==> config.mk <==
export PLATFORM = sky130hd
export DESIGN_NAME = qgsu_ctrl_flat
export DESIGN_NICKNAME = d
export VERILOG_FILES = /design/src/rtl/qgsu_pkg.sv /design/src/rtl/qgsu_req_if.sv /design/src/rtl/qgsu_rsp_if.sv /design/src/rtl/qgsu_csr_if.sv /design/src/rtl/qgsu_ctrl.sv /design/src/flat_wrapper.sv
export SDC_FILE = /design/constraint.sdc
export NUM_CORES = 1
export LEC_CHECK = 0
export ABC_AREA = 1
export BUFFER_PORTS_ARGS = -buffer_cell sky130_fd_sc_hd__buf_2
export CORE_AREA = 2 2 192 194
export CTS_CLUSTER_SIZE = 12
export DETAILED_ROUTE_END_ITERATION = 8
export DIE_AREA = 0 0 194 196
export PLACE_DENSITY = 0.64
export SLEW_MARGIN = 30
export SYNTH_ARGS = -nofsm -noshare
export SYNTH_HDL_FRONTEND = slang
export SYNTH_SLANG_ARGS = --single-unit
==> constraint.sdc <==
create_clock -name clock -period 17.7 [get_ports clock]
set_input_delay 2.655 -clock clock [delete_from_list [all_inputs] [get_ports clock]]
set_output_delay 2.655 -clock clock [all_outputs]
set_load 0.05 [all_outputs]
==> src/rtl/qgsu_pkg.sv <==
// Shared types and constants for the qubit gate state update block.
// Holds the action codes, controller states, gate coefficient record and
// pipeline tag. Depends on nothing.
`default_nettype none

package qgsu_pkg;

   // Fixed widths of the item fields.
   localparam int ACTION_W  = 3;
   localparam int TARGET_W  = 10;
   localparam int FIELD_W   = 16;
   localparam int NQ_W      = 4;
   localparam int FRAC_BITS = 14;

   // Qubit count after reset.
   localparam logic [NQ_W-1:0] NQ_RESET = 4'd10;

   typedef enum logic [ACTION_W-1:0] {
      ACT_LOAD     = 3'd0,
      ACT_READ     = 3'd1,
      ACT_GATE_ONE = 3'd2,
      ACT_GATE_ALL = 3'd3,
      ACT_FLIP     = 3'd4
   } action_type;

   typedef enum logic [3:0] {
      ST_CLEAR,
      ST_IDLE,
      ST_EXEC,
      ST_READ_WAIT,
      ST_FLIP_WAIT,
      ST_GATE,
      ST_GATE_DRAIN,
      ST_COPY,
      ST_COPY_DRAIN,
      ST_RESP
   } state_type;

   typedef logic signed [FIELD_W-1:0] field_type;

   typedef struct packed {
      field_type re;
      field_type im;
   } coef_type;

   typedef struct packed {
      coef_type g00;
      coef_type g01;
      coef_type g10;
      coef_type g11;
   } gate_type;

   // Tag that travels with each amplitude through the gate datapath.
   typedef struct packed {
      logic valid;
      logic row;
   } mac_tag_type;

endpackage

`default_nettype wire

==> src/rtl/qgsu_req_if.sv <==
// Request channel of the qubit gate state update block.
// Carries one item per beat. Depends on qgsu_pkg.
`default_nettype none

interface qgsu_req_if import qgsu_pkg::*; ();
   logic                valid;
   logic                ready;
   logic [ACTION_W-1:0] action;
   logic [TARGET_W-1:0] target;
   field_type           amp_re;
   field_type           amp_im;
   field_type           g00_re;
   field_type           g00_im;
   field_type           g01_re;
   field_type           g01_im;
   field_type           g10_re;
   field_type           g10_im;
   field_type           g11_re;
   field_type           g11_im;

   modport source (output valid, action, target, amp_re, amp_im, g00_re, g00_im,
                   g01_re, g01_im, g10_re, g10_im, g11_re, g11_im, input ready);
   modport sink (input valid, action, target, amp_re, amp_im, g00_re, g00_im,
                 g01_re, g01_im, g10_re, g10_im, g11_re, g11_im, output ready);
endinterface

`default_nettype wire

==> src/rtl/qgsu_rsp_if.sv <==
// Response channel of the qubit gate state update block.
// Carries one result per beat. Depends on qgsu_pkg.
`default_nettype none

interface qgsu_rsp_if import qgsu_pkg::*; ();
   logic                valid;
   logic                ready;
   field_type           out_re;
   field_type           out_im;
   logic [ACTION_W-1:0] done_action;

   modport source (output valid, out_re, out_im, done_action, input ready);
   modport sink (input valid, out_re, out_im, done_action, output ready);
endinterface

`default_nettype wire

==> src/rtl/qgsu_csr_if.sv <==
// Configuration write channel of the qubit gate state update block.
// Carries the qubit count register. Depends on qgsu_pkg.
`default_nettype none

interface qgsu_csr_if import qgsu_pkg::*; ();
   logic            valid;
   logic            ready;
   logic [NQ_W-1:0] num_qubits;

   modport source (output valid, num_qubits, input ready);
   modport sink (input valid, num_qubits, output ready);
endinterface

`default_nettype wire

==> src/rtl/qgsu_ctrl.sv <==
// Sequencer of the qubit gate state update block.
// Runs the clearing pass, the single-entry actions and the gate and copy
// sweeps, and owns the channel handshakes. Depends on qgsu_pkg and the
// channel interfaces.
`default_nettype none

module qgsu_ctrl import qgsu_pkg::*; #(
   parameter int MAX_QUBITS = 10,
   parameter int AMP_BITS   = 16
) (
   input  logic                  clock,
   input  logic                  reset,
   qgsu_req_if.sink              req_bus,
   qgsu_rsp_if.source            rsp_bus,
   qgsu_csr_if.sink              csr_bus,
   output logic                  amp_we,
   output logic [MAX_QUBITS-1:0] amp_waddr,
   output logic [2*AMP_BITS-1:0] amp_wdata,
   output logic [MAX_QUBITS-1:0] amp_raddr_a,
   output logic [MAX_QUBITS-1:0] amp_raddr_b,
   input  logic [2*AMP_BITS-1:0] amp_rdata_a,
   output logic [MAX_QUBITS-1:0] scr_raddr,
   input  logic [2*AMP_BITS-1:0] scr_rdata,
   output mac_tag_type           issue_tag,
   output logic [MAX_QUBITS-1:0] issue_idx,
   output gate_type              gate,
   input  logic                  mac_busy
);

   localparam int ADDR_W = MAX_QUBITS;
   localparam int DEPTH  = 1 << ADDR_W;
   localparam int DW     = 2 * AMP_BITS;
   localparam int NW     = $clog2(MAX_QUBITS + 1);
   localparam int CW     = ADDR_W + 1;
   localparam int XW     = ((AMP_BITS > FIELD_W) ? AMP_BITS : FIELD_W) + 1;

   localparam logic signed [XW-1:0] AMP_MAX_X =
      {{(XW-AMP_BITS+1){1'b0}}, {(AMP_BITS-1){1'b1}}};
   localparam logic signed [XW-1:0] AMP_MIN_X = ~AMP_MAX_X;

   // Saturate a widened value to the stored amplitude width.
   function automatic logic [AMP_BITS-1:0] sat_x(input logic signed [XW-1:0] v);
      logic [AMP_BITS-1:0] r;
      if (v > AMP_MAX_X) begin
         r = AMP_MAX_X[AMP_BITS-1:0];
      end else if (v < AMP_MIN_X) begin
         r = AMP_MIN_X[AMP_BITS-1:0];
      end else begin
         r = v[AMP_BITS-1:0];
      end
      return r;
   endfunction

   state_type           state_ff,     state_in;
   logic [CW-1:0]       cnt_ff,       cnt_in;
   logic [NW-1:0]       q_ff,         q_in;
   logic [NQ_W-1:0]     nq_ff,        nq_in;
   logic [ACTION_W-1:0] act_ff,       act_in;
   logic [TARGET_W-1:0] target_ff,    target_in;
   field_type           amp_re_ff,    amp_re_in;
   field_type           amp_im_ff,    amp_im_in;
   gate_type            gate_ff,      gate_in;
   field_type           res_re_ff,    res_re_in;
   field_type           res_im_ff,    res_im_in;
   logic                copy_v_ff,    copy_v_in;
   logic [ADDR_W-1:0]   copy_addr_ff, copy_addr_in;
   logic                rsp_valid_ff, rsp_valid_in;
   field_type           rsp_re_ff,    rsp_re_in;
   field_type           rsp_im_ff,    rsp_im_in;
   logic [ACTION_W-1:0] rsp_act_ff,   rsp_act_in;

   logic [NW-1:0]              n_act;
   logic [CW-1:0]              size;
   logic [CW-1:0]              last_cnt;
   logic [ADDR_W-1:0]          idx;
   logic [NW-1:0]              pos;
   logic [ADDR_W-1:0]          qmask;
   logic [ADDR_W-1:0]          cur;
   logic signed [AMP_BITS-1:0] rd_re;
   logic signed [AMP_BITS-1:0] rd_im;
   logic signed [XW-1:0]       ext_re;
   logic signed [XW-1:0]       ext_im;

   // Active qubit count, state size, entry index and the mask of the qubit bit.
   always_comb begin
      if (nq_ff == '0) begin
         n_act = NW'(1);
      end else if (int'(nq_ff) > MAX_QUBITS) begin
         n_act = NW'(MAX_QUBITS);
      end else begin
         n_act = NW'(nq_ff);
      end
      size     = CW'(1) << n_act;
      last_cnt = size - CW'(1);
      idx      = ADDR_W'(target_ff) & last_cnt[ADDR_W-1:0];
      pos      = n_act - NW'(1) - q_ff;
      qmask    = ADDR_W'(1) << pos;
      cur      = cnt_ff[ADDR_W-1:0];
      rd_re    = amp_rdata_a[DW-1:AMP_BITS];
      rd_im    = amp_rdata_a[AMP_BITS-1:0];
      ext_re   = XW'(rd_re);
      ext_im   = XW'(rd_im);
   end

   // Next state, memory ports and result capture.
   always_comb begin
      state_in     = state_ff;
      cnt_in       = cnt_ff;
      q_in         = q_ff;
      nq_in        = nq_ff;
      act_in       = act_ff;
      target_in    = target_ff;
      amp_re_in    = amp_re_ff;
      amp_im_in    = amp_im_ff;
      gate_in      = gate_ff;
      res_re_in    = res_re_ff;
      res_im_in    = res_im_ff;
      copy_v_in    = 1'b0;
      copy_addr_in = cur;
      rsp_valid_in = rsp_valid_ff && !rsp_bus.ready;
      rsp_re_in    = rsp_re_ff;
      rsp_im_in    = rsp_im_ff;
      rsp_act_in   = rsp_act_ff;
      amp_we       = copy_v_ff;
      amp_waddr    = copy_addr_ff;
      amp_wdata    = scr_rdata;
      amp_raddr_a  = idx;
      amp_raddr_b  = cur | qmask;
      scr_raddr    = cur;
      issue_tag    = '0;
      issue_idx    = cur;

      if (csr_bus.valid) begin
         nq_in = csr_bus.num_qubits;
      end

      case (state_ff)
         ST_CLEAR: begin
            amp_we    = 1'b1;
            amp_waddr = cur;
            amp_wdata = '0;
            if (cnt_ff == CW'(DEPTH - 1)) begin
               cnt_in   = '0;
               state_in = ST_IDLE;
            end else begin
               cnt_in = cnt_ff + CW'(1);
            end
         end
         ST_IDLE: begin
            if (req_bus.valid) begin
               act_in         = req_bus.action;
               target_in      = req_bus.target;
               amp_re_in      = req_bus.amp_re;
               amp_im_in      = req_bus.amp_im;
               gate_in.g00.re = req_bus.g00_re;
               gate_in.g00.im = req_bus.g00_im;
               gate_in.g01.re = req_bus.g01_re;
               gate_in.g01.im = req_bus.g01_im;
               gate_in.g10.re = req_bus.g10_re;
               gate_in.g10.im = req_bus.g10_im;
               gate_in.g11.re = req_bus.g11_re;
               gate_in.g11.im = req_bus.g11_im;
               res_re_in      = '0;
               res_im_in      = '0;
               state_in       = ST_EXEC;
            end
         end
         ST_EXEC: begin
            case (act_ff)
               ACT_LOAD: begin
                  amp_we    = 1'b1;
                  amp_waddr = idx;
                  amp_wdata = {sat_x(XW'(amp_re_ff)), sat_x(XW'(amp_im_ff))};
                  state_in  = ST_RESP;
               end
               ACT_READ: begin
                  state_in = ST_READ_WAIT;
               end
               ACT_FLIP: begin
                  state_in = ST_FLIP_WAIT;
               end
               ACT_GATE_ONE: begin
                  if (int'(target_ff) < int'(n_act)) begin
                     q_in     = NW'(target_ff);
                     cnt_in   = '0;
                     state_in = ST_GATE;
                  end else begin
                     state_in = ST_RESP;
                  end
               end
               ACT_GATE_ALL: begin
                  q_in     = '0;
                  cnt_in   = '0;
                  state_in = ST_GATE;
               end
               default: begin
                  state_in = ST_RESP;
               end
            endcase
         end
         ST_READ_WAIT: begin
            res_re_in = FIELD_W'(rd_re);
            res_im_in = FIELD_W'(rd_im);
            state_in  = ST_RESP;
         end
         ST_FLIP_WAIT: begin
            amp_we    = 1'b1;
            amp_waddr = idx;
            amp_wdata = {sat_x(-ext_re), sat_x(-ext_im)};
            state_in  = ST_RESP;
         end
         // One amplitude pair per cycle enters the datapath.
         ST_GATE: begin
            amp_raddr_a     = cur & ~qmask;
            issue_tag.valid = 1'b1;
            issue_tag.row   = |(cur & qmask);
            if (cnt_ff == last_cnt) begin
               state_in = ST_GATE_DRAIN;
            end else begin
               cnt_in = cnt_ff + CW'(1);
            end
         end
         ST_GATE_DRAIN: begin
            if (!mac_busy) begin
               cnt_in   = '0;
               state_in = ST_COPY;
            end
         end
         // Scratch back to the amplitude memory, one entry per cycle.
         ST_COPY: begin
            copy_v_in    = 1'b1;
            copy_addr_in = cur;
            if (cnt_ff == last_cnt) begin
               state_in = ST_COPY_DRAIN;
            end else begin
               cnt_in = cnt_ff + CW'(1);
            end
         end
         ST_COPY_DRAIN: begin
            cnt_in = '0;
            if (act_ff == ACT_GATE_ALL && (int'(q_ff) + 1) < int'(n_act)) begin
               q_in     = q_ff + NW'(1);
               state_in = ST_GATE;
            end else begin
               q_in     = '0;
               state_in = ST_RESP;
            end
         end
         ST_RESP: begin
            if (!rsp_valid_ff || rsp_bus.ready) begin
               rsp_valid_in = 1'b1;
               rsp_re_in    = res_re_ff;
               rsp_im_in    = res_im_ff;
               rsp_act_in   = act_ff;
               state_in     = ST_IDLE;
            end
         end
         default: begin
            state_in = ST_IDLE;
         end
      endcase
   end

   // Control registers.
   always_ff @(posedge clock) begin
      if (reset) begin
         state_ff     <= ST_CLEAR;
         cnt_ff       <= '0;
         q_ff         <= '0;
         nq_ff        <= NQ_RESET;
         copy_v_ff    <= 1'b0;
         rsp_valid_ff <= 1'b0;
      end else begin
         state_ff     <= state_in;
         cnt_ff       <= cnt_in;
         q_ff         <= q_in;
         nq_ff        <= nq_in;
         copy_v_ff    <= copy_v_in;
         rsp_valid_ff <= rsp_valid_in;
      end
   end

   // Payload registers.
   always_ff @(posedge clock) begin
      act_ff       <= act_in;
      target_ff    <= target_in;
      amp_re_ff    <= amp_re_in;
      amp_im_ff    <= amp_im_in;
      gate_ff      <= gate_in;
      res_re_ff    <= res_re_in;
      res_im_ff    <= res_im_in;
      copy_addr_ff <= copy_addr_in;
      rsp_re_ff    <= rsp_re_in;
      rsp_im_ff    <= rsp_im_in;
      rsp_act_ff   <= rsp_act_in;
   end

   assign req_bus.ready       = (state_ff == ST_IDLE);
   assign csr_bus.ready       = 1'b1;
   assign rsp_bus.valid       = rsp_valid_ff;
   assign rsp_bus.out_re      = rsp_re_ff;
   assign rsp_bus.out_im      = rsp_im_ff;
   assign rsp_bus.done_action = rsp_act_ff;
   assign gate                = gate_ff;

endmodule

`default_nettype wire

==> src/flat_wrapper.sv <==
// flat-port wrapper written by rule: the top's interface ports become plain ports
module qgsu_ctrl_flat import qgsu_pkg::*;
#(
   parameter int MAX_QUBITS = 10,
   parameter int AMP_BITS   = 16
)
  (clock, reset, amp_we, amp_waddr, amp_wdata, amp_raddr_a, amp_raddr_b, amp_rdata_a, scr_raddr, scr_rdata, issue_tag, issue_idx, gate, mac_busy, req_bus_valid, req_bus_action, req_bus_target, req_bus_amp_re, req_bus_amp_im, req_bus_g00_re, req_bus_g00_im, req_bus_g01_re, req_bus_g01_im, req_bus_g10_re, req_bus_g10_im, req_bus_g11_re, req_bus_g11_im, req_bus_ready, rsp_bus_valid, rsp_bus_out_re, rsp_bus_out_im, rsp_bus_done_action, rsp_bus_ready, csr_bus_valid, csr_bus_num_qubits, csr_bus_ready);
  qgsu_req_if req_bus_i ();
  qgsu_rsp_if rsp_bus_i ();
  qgsu_csr_if csr_bus_i ();
  input  logic clock;
  input  logic reset;
  output logic amp_we;
  output logic [MAX_QUBITS-1:0] amp_waddr;
  output logic [2*AMP_BITS-1:0] amp_wdata;
  output logic [MAX_QUBITS-1:0] amp_raddr_a;
  output logic [MAX_QUBITS-1:0] amp_raddr_b;
  input  logic [2*AMP_BITS-1:0] amp_rdata_a;
  output logic [MAX_QUBITS-1:0] scr_raddr;
  input  logic [2*AMP_BITS-1:0] scr_rdata;
  output mac_tag_type issue_tag;
  output logic [MAX_QUBITS-1:0] issue_idx;
  output gate_type gate;
  input  logic mac_busy;
  input wire logic [$bits(req_bus_i.valid)-1:0] req_bus_valid;
  input wire logic [$bits(req_bus_i.action)-1:0] req_bus_action;
  input wire logic [$bits(req_bus_i.target)-1:0] req_bus_target;
  input wire logic [$bits(req_bus_i.amp_re)-1:0] req_bus_amp_re;
  input wire logic [$bits(req_bus_i.amp_im)-1:0] req_bus_amp_im;
  input wire logic [$bits(req_bus_i.g00_re)-1:0] req_bus_g00_re;
  input wire logic [$bits(req_bus_i.g00_im)-1:0] req_bus_g00_im;
  input wire logic [$bits(req_bus_i.g01_re)-1:0] req_bus_g01_re;
  input wire logic [$bits(req_bus_i.g01_im)-1:0] req_bus_g01_im;
  input wire logic [$bits(req_bus_i.g10_re)-1:0] req_bus_g10_re;
  input wire logic [$bits(req_bus_i.g10_im)-1:0] req_bus_g10_im;
  input wire logic [$bits(req_bus_i.g11_re)-1:0] req_bus_g11_re;
  input wire logic [$bits(req_bus_i.g11_im)-1:0] req_bus_g11_im;
  output wire logic [$bits(req_bus_i.ready)-1:0] req_bus_ready;
  output wire logic [$bits(rsp_bus_i.valid)-1:0] rsp_bus_valid;
  output wire logic [$bits(rsp_bus_i.out_re)-1:0] rsp_bus_out_re;
  output wire logic [$bits(rsp_bus_i.out_im)-1:0] rsp_bus_out_im;
  output wire logic [$bits(rsp_bus_i.done_action)-1:0] rsp_bus_done_action;
  input wire logic [$bits(rsp_bus_i.ready)-1:0] rsp_bus_ready;
  input wire logic [$bits(csr_bus_i.valid)-1:0] csr_bus_valid;
  input wire logic [$bits(csr_bus_i.num_qubits)-1:0] csr_bus_num_qubits;
  output wire logic [$bits(csr_bus_i.ready)-1:0] csr_bus_ready;
  assign req_bus_i.valid = req_bus_valid;
  assign req_bus_i.action = req_bus_action;
  assign req_bus_i.target = req_bus_target;
  assign req_bus_i.amp_re = req_bus_amp_re;
  assign req_bus_i.amp_im = req_bus_amp_im;
  assign req_bus_i.g00_re = req_bus_g00_re;
  assign req_bus_i.g00_im = req_bus_g00_im;
  assign req_bus_i.g01_re = req_bus_g01_re;
  assign req_bus_i.g01_im = req_bus_g01_im;
  assign req_bus_i.g10_re = req_bus_g10_re;
  assign req_bus_i.g10_im = req_bus_g10_im;
  assign req_bus_i.g11_re = req_bus_g11_re;
  assign req_bus_i.g11_im = req_bus_g11_im;
  assign req_bus_ready = req_bus_i.ready;
  assign rsp_bus_valid = rsp_bus_i.valid;
  assign rsp_bus_out_re = rsp_bus_i.out_re;
  assign rsp_bus_out_im = rsp_bus_i.out_im;
  assign rsp_bus_done_action = rsp_bus_i.done_action;
  assign rsp_bus_i.ready = rsp_bus_ready;
  assign csr_bus_i.valid = csr_bus_valid;
  assign csr_bus_i.num_qubits = csr_bus_num_qubits;
  assign csr_bus_ready = csr_bus_i.ready;
  qgsu_ctrl #(.MAX_QUBITS(MAX_QUBITS), .AMP_BITS(AMP_BITS)) u_core (.clock(clock), .reset(reset), .req_bus(req_bus_i), .rsp_bus(rsp_bus_i), .csr_bus(csr_bus_i), .amp_we(amp_we), .amp_waddr(amp_waddr), .amp_wdata(amp_wdata), .amp_raddr_a(amp_raddr_a), .amp_raddr_b(amp_raddr_b), .amp_rdata_a(amp_rdata_a), .scr_raddr(scr_raddr), .scr_rdata(scr_rdata), .issue_tag(issue_tag), .issue_idx(issue_idx), .gate(gate), .mac_busy(mac_busy));
endmodule
==> impl_results.md <==
* Status: completed
* Post-CTS Setup Inserts at 0
* Post-route setup slack at 9.938 ns
* Clock Sinks at 275
* Placer Congestion at 0.9715
* Post-Route Setup TNS at 0 ns
* Layout cells sized above 1 at 33.94%
* Synth Register Bits at 275
* Pwr Density at 86.50 nW/um^2
* Slew HR at 40.86%
* IO Port Bufs at 496
* Tmin final at 7.762 ns
* Total grt overflow at 0
* Via-to-Cell Ratio at 4.960
* WL/cell at 20.21 um
* Warnings from Yosys at 0
* Largest net degree at the start of global routing at 75
* Setup CP Type: input port to primary output
* PostCTS Resize Cnt at 0
* Clock Power Share at 43.2%
* Tcrit/Tclk final at 43.85%
* Gr usage total at 22.03%
* Top FF cell, synth: edfxtp_1
* Worst Setup Start Kind: input port
* CTS H-Tree Depth at 1
* Maximum VDD drop at 0.08696 mV
* R2r endpoint: u_core.cnt_ff[1]
* Net Switching at 0.0003149 W
* Part of the power in combinational logic at 6.8%
* Leading area contributor after synthesis: edfxtp_1
* Net Sw Frac at 22.28%
* Hold bufs inserted after CTS at 0
* EDFF count, synth at 240
* Area of the core at 36080 um^2
* Post-Syn Instances at 1191
* Reg clk slew, reported paths at 0.06 ns
* Worst path max stage delay at 0.33 ns
* Cell area after synthesis at 12440 um^2
* Critical path capture point type: primary output
* Final Total Pwr at 0.001414 W
* Vias at 10788
* Pre-CTS WS at 9.978 ns
* # fillers at 3554
* Routed Antenna Nets at 0
* Setup Skew at 0.02355 ns
* Total routed wirelength at 43.95 mm
* Clock buffer count from CTS at 30
* Clock Latency Late Sink at 0.57 ns
* Slowest stage cell, crit path: a21oi_1
* Initial antenna violation count at 14
* Final setup violation count at 0
* Vias in the first global route at 10613
* HPWL after DPL at 34.72 mm
* Top delay family on crit path: simple AND/OR/NAND/NOR gates
* Critical path depth at 14
* Yosys top cell area share at 57.94%
* Initial core utilization at 34.47%
* Max cap viols at 0
* Crit path from: amp_rdata_a[16]
* Actual slew at the worst max-slew pin at 0.8838 ns
* # DRC at 0
* Die ar. at 38020 um^2
* Area delta synth->final at 31.38%
* Worst R2R Start: u_core.nq_ff[3]
* Syn avg cell area at 10.44 um^2
* Fin. Hold Viols at 0
* Worst Hold Class: register to register
* Reg2reg setup slack at 14.45 ns
* WHS Path Cells at 0
* Nets at 1942
* Clock Path Buffers at 3
* Crit Path Max Fanout at 10
* Asr flop ratio synth at 0%
* Yosys cell types at 48
* Cell mode on critical path: nand2_1
* Internal power at 0.001099 W
* CP Buf/Inv Count at 3
* Max Clock Freq at 128.8 MHz
* CTS tree: done
* Die height at 196 um
* Row count at 70
* Data required, critical path at 15.05 ns
* Root Driver: clkbuf_16
* Sequential area share after synthesis at 63.58%
* Crit path to: amp_wdata[20]
* CP Cell Sequence: buf_2 -> inv_1 -> ha_1 -> nand3_1 -> nor2_1 -> nand2_1 -> o21ai_0 -> nand2_1 -> nor2_1 -> nand3_1 -> nand2_1 -> nand3_2 -> a21oi_1 -> buf_2
* Most common cell after layout, fill and taps aside: buf_2
* Die width at 194 um
* Drt initial violations at 713
* CP Data Arrival Time at 5.11 ns
* Flop pwr share at 50.0%
* Boundary Pins at 498
* First-pass GRT wire length at 63.94 mm
* R2R cell count at 15
* RSZ-0062 raised after global routing: false
* Detailed-router iteration count before antenna repair at 5
* Area contributors post-synth: edfxtp_1, nand2_1, dfxtp_1
* Final Max Tran Viols at 0
* P_leak at 7.134 nW
* Commonest cells after routing, fill and taps aside: buf_2, edfxtp_1, nand2_1
-- cell usage after synthesis (all sizes together), types with 2 or more instances --
master and instances:
a221oi 16, a221o 5, o21a 2, o211ai 4, or2 3, nand2 235, xnor2 2, nor2 144
o221ai 10, nand3 81, nor4 5, o21ai 60, clkbuf 13, ha 17, nand4 32, nand3b 6
dfxtp 35, o22ai 2, edfxtp 240, nand2b 2, inv 131, a31oi 3, xor2 21, a21oi 55
a21boi 2, buf 39, nor3 16
-- stage by stage --
step                cell area, um^2  utilization, %  hold WS, ns  instances
floorplan                     12440               -       0.3612       1192
global placement              15280           42.35       0.4007       2110
detailed placement            15330           42.48       0.4045       2112
CTS                           16290           45.13       0.4150       2164
global route                  16340           45.28       0.4172       2174
finish                        16340           45.29       0.4106       2175
-- routing by layer --
metal  global-route usage (%)  vias up  routed length, um
li1                         -     5104                  -
met1                    26.58     5116              16990
met2                    37.43      476              21500
met4                    8.698        6               1543
met5                        0        -                 29
met3                    6.068       86               3882
-- cell type report --
class	instances	area, um^2	area share (%)
Antenna cell	10	25.02	0.1531
Timing Repair Buffer	505	2601	15.92
Multi-Input combinational cell	733	3770	23.07
Clock inverter	9	105.1	0.6431
Inverter	132	495.5	3.032
Tap cell	468	585.6	3.583
Sequential cell	275	7908	48.39
Clock buffer	43	852.1	5.214
-- registers in the layout (all words and copies together), names as in the netlist, 11 cells and up --
name                   flops
u_core.amp_im_ff          16
u_core.amp_re_ff          16
u_core.cnt_ff             11
u_core.gate              128
u_core.res_im_ff          16
u_core.res_re_ff          16
u_core.rsp_bus.out_im     16
u_core.rsp_bus.out_re     16
-- power groups by stage --
stage	logic, W	clock network (W)	registers [W]
after floorplan	0.0000516	0	0.000718
after global placement	0.0000950	0	0.000720
after detailed placement	0.0000957	0	0.000720
after CTS	0.0000963	0.000627	0.000707
after global routing	0.000106	0.000649	0.000706
final	0.0000968	0.000610	0.000707
-- cell families (layout without fill, tap and decap cells) --
logic type,after synthesis,in the layout,share of synthesized area (%)
adder cells (fa/ha/maj),18,18,1.871
buffers and inverters,184,689,6.468
AND/OR/NAND/NOR,526,526,18.46
XOR/XNOR,23,23,1.620
flip-flops,275,275,63.58
other,1,12,0.03015
AO/OA/AOI/OAI,164,164,7.977
-- worst min path at each step --
stage / to / start
5_1_grt: u_core.rsp_bus.out_im[4] / u_core.res_im_ff[4]
4_1_cts: u_core.rsp_bus.out_im[4] / u_core.res_im_ff[4]
6_report: u_core.rsp_bus.out_im[4] / u_core.res_im_ff[4]
3_3_place_gp: u_core.rsp_bus.out_im[5] / u_core.res_im_ff[5]
3_5_place_dp: u_core.rsp_bus.out_im[3] / u_core.res_im_ff[3]
2_1_floorplan: u_core.copy_addr_ff[2] / u_core.cnt_ff[2]
(Power assumes the default switching activity.)
